### config.mk
export PLATFORM = sky130hd
export DESIGN_NAME = pcsp_ctrl
export DESIGN_NICKNAME = d
export VERILOG_FILES = /design/src/design/pcsp_pkg.sv /design/src/design/pcsp_ctrl.sv
export SDC_FILE = /design/constraint.sdc
export NUM_CORES = 1
export LEC_CHECK = 0
export BUFFER_PORTS_ARGS = -buffer_cell sky130_fd_sc_hd__buf_2
export CAP_MARGIN = 20
export CORE_MARGIN = 2
export CORE_UTILIZATION = 53
export CTS_BUF_LIST = sky130_fd_sc_hd__clkbuf_16
export DETAILED_ROUTE_END_ITERATION = 6
export HOLD_SLACK_MARGIN = 0.12
export PLACE_DENSITY_LB_ADDON = 0.12
export SETUP_SLACK_MARGIN = 0.1
export SYNTH_ARGS = -nofsm -noshare
export SYNTH_HDL_FRONTEND = slang
export SYNTH_SLANG_ARGS = --single-unit
### constraint.sdc
create_clock -name i_clk -period 2.6 [get_ports i_clk]
set_input_delay 0.39 -clock i_clk [delete_from_list [all_inputs] [get_ports i_clk]]
set_output_delay 0.39 -clock i_clk [all_outputs]
set_load 0.01 [all_outputs]
### src/design/pcsp_pkg.sv
package pcsp_pkg;

    // Default station cap per segment.
    localparam int unsigned MAX_STATIONS_DEF = 64;

    // Binary point of the unit direction vector (Q2.30).
    localparam int unsigned UNIT_BITS = 30;

    // Configuration register indexes.
    localparam logic [2:0] REG_SPACING     = 3'd0;
    localparam logic [2:0] REG_HALF_LENGTH = 3'd1;
    localparam logic [2:0] REG_XMIN        = 3'd2;
    localparam logic [2:0] REG_XMAX        = 3'd3;
    localparam logic [2:0] REG_YMIN        = 3'd4;
    localparam logic [2:0] REG_YMAX        = 3'd5;

    // Configuration reset values.
    localparam logic [30:0] SPACING_RST     = 31'd655360;
    localparam logic [30:0] HALF_LENGTH_RST = 31'd655360;
    localparam logic [31:0] EXT_MIN_RST     = 32'h8000_0000;
    localparam logic [31:0] EXT_MAX_RST     = 32'h7FFF_FFFF;

    // Configuration values seen by the datapath.
    typedef struct packed {
        logic [30:0]        spacing;
        logic [30:0]        half_length;
        logic signed [31:0] xmin;
        logic signed [31:0] xmax;
        logic signed [31:0] ymin;
        logic signed [31:0] ymax;
    } t_cfg;

    // Commands from the controller to the datapath.
    typedef struct packed {
        logic acc;
        logic sq_a;
        logic sq_b;
        logic sqrt_init;
        logic sqrt_step;
        logic len_chk;
        logic div_step;
        logic k_fin;
        logic x_fin;
        logic y_fin;
        logic off_x;
        logic off_y;
        logic st_x;
        logic st_y;
        logic chk;
        logic fin;
    } t_cmd;

    // Status from the datapath to the controller.
    typedef struct packed {
        logic first;
        logic iter_last;
        logic len_stop;
        logic in_ext;
        logic pend_valid;
        logic out_free;
        logic more;
    } t_sts;

endpackage

### src/design/pcsp_ctrl.sv
module pcsp_ctrl (
    input  logic           i_clk,
    input  logic           i_rst_n,
    input  logic           i_valid,
    output logic           o_ready,
    input  pcsp_pkg::t_sts i_sts,
    output pcsp_pkg::t_cmd o_cmd
);

    typedef enum logic [17:0] {
        S_IDLE = 18'b000000000000000001,
        S_SQA  = 18'b000000000000000010,
        S_SQB  = 18'b000000000000000100,
        S_SQI  = 18'b000000000000001000,
        S_SQRT = 18'b000000000000010000,
        S_LEN  = 18'b000000000000100000,
        S_DIVK = 18'b000000000001000000,
        S_KFIN = 18'b000000000010000000,
        S_DIVX = 18'b000000000100000000,
        S_XFIN = 18'b000000001000000000,
        S_DIVY = 18'b000000010000000000,
        S_YFIN = 18'b000000100000000000,
        S_OFFX = 18'b000001000000000000,
        S_OFFY = 18'b000010000000000000,
        S_STX  = 18'b000100000000000000,
        S_STY  = 18'b001000000000000000,
        S_CHK  = 18'b010000000000000000,
        S_FIN  = 18'b100000000000000000
    } t_state;

    t_state r_state, n_state;

    always_ff @(posedge i_clk) begin
        if (!i_rst_n) begin
            r_state <= S_IDLE;
        end else begin
            r_state <= n_state;
        end
    end

    assign o_ready = (r_state == S_IDLE);

    // Next state and commands.
    always_comb begin
        n_state = r_state;
        o_cmd   = '0;
        unique case (r_state)
            S_IDLE: begin
                if (i_valid) begin
                    o_cmd.acc = 1'b1;
                    if (!i_sts.first) begin
                        n_state = S_SQA;
                    end
                end
            end
            S_SQA: begin
                o_cmd.sq_a = 1'b1;
                n_state    = S_SQB;
            end
            S_SQB: begin
                o_cmd.sq_b = 1'b1;
                n_state    = S_SQI;
            end
            S_SQI: begin
                o_cmd.sqrt_init = 1'b1;
                n_state         = S_SQRT;
            end
            S_SQRT: begin
                o_cmd.sqrt_step = 1'b1;
                if (i_sts.iter_last) begin
                    n_state = S_LEN;
                end
            end
            S_LEN: begin
                o_cmd.len_chk = 1'b1;
                n_state       = i_sts.len_stop ? S_IDLE : S_DIVK;
            end
            S_DIVK: begin
                o_cmd.div_step = 1'b1;
                if (i_sts.iter_last) begin
                    n_state = S_KFIN;
                end
            end
            S_KFIN: begin
                o_cmd.k_fin = 1'b1;
                n_state     = S_DIVX;
            end
            S_DIVX: begin
                o_cmd.div_step = 1'b1;
                if (i_sts.iter_last) begin
                    n_state = S_XFIN;
                end
            end
            S_XFIN: begin
                o_cmd.x_fin = 1'b1;
                n_state     = S_DIVY;
            end
            S_DIVY: begin
                o_cmd.div_step = 1'b1;
                if (i_sts.iter_last) begin
                    n_state = S_YFIN;
                end
            end
            S_YFIN: begin
                o_cmd.y_fin = 1'b1;
                n_state     = S_OFFX;
            end
            S_OFFX: begin
                o_cmd.off_x = 1'b1;
                n_state     = S_OFFY;
            end
            S_OFFY: begin
                o_cmd.off_y = 1'b1;
                n_state     = S_STX;
            end
            S_STX: begin
                o_cmd.st_x = 1'b1;
                n_state    = S_STY;
            end
            S_STY: begin
                o_cmd.st_y = 1'b1;
                n_state    = S_CHK;
            end
            S_CHK: begin
                // Hold while an older transect must leave but the output is full.
                if (!(i_sts.in_ext && i_sts.pend_valid && !i_sts.out_free)) begin
                    o_cmd.chk = 1'b1;
                    n_state   = i_sts.more ? S_STX : S_FIN;
                end
            end
            S_FIN: begin
                if (!(i_sts.pend_valid && !i_sts.out_free)) begin
                    o_cmd.fin = 1'b1;
                    n_state   = S_IDLE;
                end
            end
            default: begin
                n_state = S_IDLE;
            end
        endcase
    end

endmodule

==> flow_summary.yaml <==
run_status:
  status: "finished, final reports clean"
floorplan:
  dieWidth_microns: 52.10
  rows: 17
  core_area_sq_um: 2191
  die_y_microns: 52.10
  initial_core_util_pct: 55.97
  ios: 27
  dieArea_sq_um: 2714
routing:
  vias_per_cell: 6.120
  drtIter0Drc: 34
  firstDrtPassIters: 4
  drc: 0
  routed_wl_microns: 3255
  routedWlPerCell_microns: 16.28
  ant_nets: 0
  vias: 1224
cts:
  cts-htree-levels: 1
  clkTransAtPathRegs_ns: 0.05
  root_buffer: "clkbuf_16"
  tritoncts: "yes"
  hold_buffers: 0
  cts_inserted_buffers: 3
  clock_sinks: 18
  insertion_delay_ns: 0.25
  cts_buffer_depth: 2
timing:
  max_slew.worst_pin.slew_ns: 0.5069
  post-route-min-period_ns: 2.467
  max_freq_mhz: 405.3
  drv_slew: 0
  skew_ns: 0.001664
  setup_viol_count_final: 0
  tns_ns: 0
  grt_setup_unrepaired: "yes"
  period_share_pct: 94.90
  max_slew_margin_pct: 65.92
  finalHoldViolations: 0
worst_setup_path:
  crit_path_start_kind: "flip-flop"
  endpoint_kind: "output pin"
  critPathArrivalTime_ns: 2.08
  critical_path_peak_fanout: 5
  critical_path_required_ns: 2.21
  crit_type: "reg2out"
synth:
  ys.flop_type: "dfxtp_1"
  yosys_warnings: 0
  yosysUniqueCellTypes: 45
  syn_area_sq_um: 1226
  synth_fp_nets: 149
  syn_area_per_cell_sq_um: 8.821
  syn_inst: 139
  ys_async_sr_fraction_pct: 0
  synth_enable_flop_cells: 0
  yosysSeqAreaShare_pct: 29.39
  synth_seq_cells: 18
run:
  cap_violations: 0
global_routing:
  grt_use_total_pct: 25.98
  grt_pass1_vias: 1078
  grt_pass1_wl_microns: 5147
  grt.overflow.total: 0
  grt_max_degree: 11
  grt_antenna_before_repair: 0
layout:
  n_antenna_cell: 0
  largest_register_ffs: 18
  fin_nets: 183
  largestRegisters: "r_state (18)"
  regMostFlops: "r_state"
  drive_above_1_share_pct: 33.72
  fill_cells: 176
  stdcell_count: 200
  area_growth_pct: 25.00
placed_design:
  placedCellCount: 192
  place.gp.congestion: 0.8916
  port_buffers: 26
  place_hpwl_microns: 2410
power_and_ir_drop:
  p_leak_nw: 0.6236
  powerDensity_nw_per_um2: 527.9
  vdd_drop_max_mv: 0.3351
hold_path:
  hp-class: "in2reg"
## where the power goes
part,internal [mW],leakage (nW),switching (mW),total [mW]
sequential,0.282,0.148,0.0180,0.300
clock,0.205,0.0385,0.105,0.310
combinational,0.0852,0.438,0.114,0.200
## cell usage after synthesis, types with 4 or more instances
library cell / count / area share (%)
nor3b_1: 6 / 3.7
nand2_1: 9 / 2.8
nor2_1: 11 / 3.4
nand3_1: 5 / 2.0
nor4_1: 8 / 4.1
xnor2_1: 5 / 3.6
a21oi_1: 5 / 2.0
inv_1: 6 / 1.8
o21a_1: 4 / 2.4
dfxtp_1: 18 / 29
and3b_1: 6 / 4.3
nor3_1: 5 / 2.0
## cells by family after synthesis
family	share of synthesized area [%]
buf+inv	3.774
compound gates	16.84
simple gates	46.43
flops	29.39
xor+xnor	3.571
## layer usage
metal  routed length [microns]  vias to the layer above  GRT usage (%)
li1                          -                      593              -
met1                      1440                      561          33.81
met2                      1549                       63          42.83
met3                       213                        7          4.885
met4                        52                        0          8.772
met5                         0                        -              0
## worst max-delay path, cell delays in order (launching register included)
cell and delay [ns]:
dfxtp_4 0.35, or4_4 0.57, nor3_4 0.28, nand4_1 0.22, nor3b_2 0.25, buf_2 0.16
## path summary, 6_finish.rpt
path,slack [ns],start,endpoint,cells after the start
worst max-delay path,0.13,r_state[8],o_cmd[7],5
worst min-delay path,0.39,i_rst_n,r_state[0],2
worst max register to register,0.39,r_state[12],r_state[14],7
worst min register to register,0.46,r_state[10],r_state[9],1
## through the flow
step / setup slack [ns] / instance area, sq um / hold slack (ns) / utilization [%] / power, mW
after global placement: 0.4447 / 1398 / 0.5392 / 63.79 / 0.4967
after CTS: 0.1160 / 1476 / 0.3902 / 67.39 / 0.8114
after detailed placement: 0.3791 / 1398 / 0.5470 / 63.79 / 0.4990
final: 0.1325 / 1533 / 0.3881 / 69.96 / 0.8091
after floorplan: 0.5190 / 1226 / 0.4894 / - / 0.4330
after global routing: 0.03296 / 1533 / 0.4057 / 69.96 / 0.8457
## what timing repair did
action | CTS | global route
buffers inserted | 0 | 4
resized for setup | 0 | 9
hold endpoints to repair | 0 | 0
endpoints found under the setup margin | 0 | 7
## layout by cell type (no fill, tap or decap), types with 2 or more instances in the layout
| cell type | synthesis | routed |
|---|---|---|
| nand2_1 | 9 | 9 |
| nor4_4 | 3 | 3 |
| buf_2 | 3 | 26 |
| nand4_2 | 2 | 2 |
| a2111oi_0 | 2 | 2 |
| xnor2_1 | 5 | 5 |
| nor3_1 | 5 | 4 |
| clkbuf_16 | 0 | 3 |
| a21oi_1 | 5 | 5 |
| and2b_1 | 2 | 2 |
| nand2b_1 | 3 | 3 |
| o22ai_1 | 2 | 2 |
| nand3_1 | 5 | 5 |
| nor3b_1 | 6 | 4 |
| nor3b_2 | 0 | 2 |
| o21a_1 | 4 | 4 |
| dfxtp_1 | 18 | 15 |
| or2b_1 | 2 | 2 |
| o21ai_0 | 3 | 3 |
| dfxtp_4 | 0 | 2 |
| and3_1 | 3 | 3 |
| nor4_1 | 8 | 8 |
| nor2b_1 | 2 | 2 |
| nand4_1 | 3 | 3 |
| buf_4 | 0 | 8 |
| nor2_1 | 11 | 10 |
| inv_1 | 6 | 6 |
| and3b_1 | 6 | 6 |
## cell type report
class / instances / area [sq um] / area share (%)
multi-input combinational: 110 / 837.1 / 54.61
sequential: 18 / 369.1 / 24.08
timing repair buffer: 34 / 190.2 / 12.41
inverter: 6 / 22.52 / 1.469
clock inverter: 1 / 3.754 / 0.2449
tap: 28 / 35.03 / 2.286
clock buffer: 3 / 75.07 / 4.898
No activity file was read; power rests on OpenSTA's default activity.
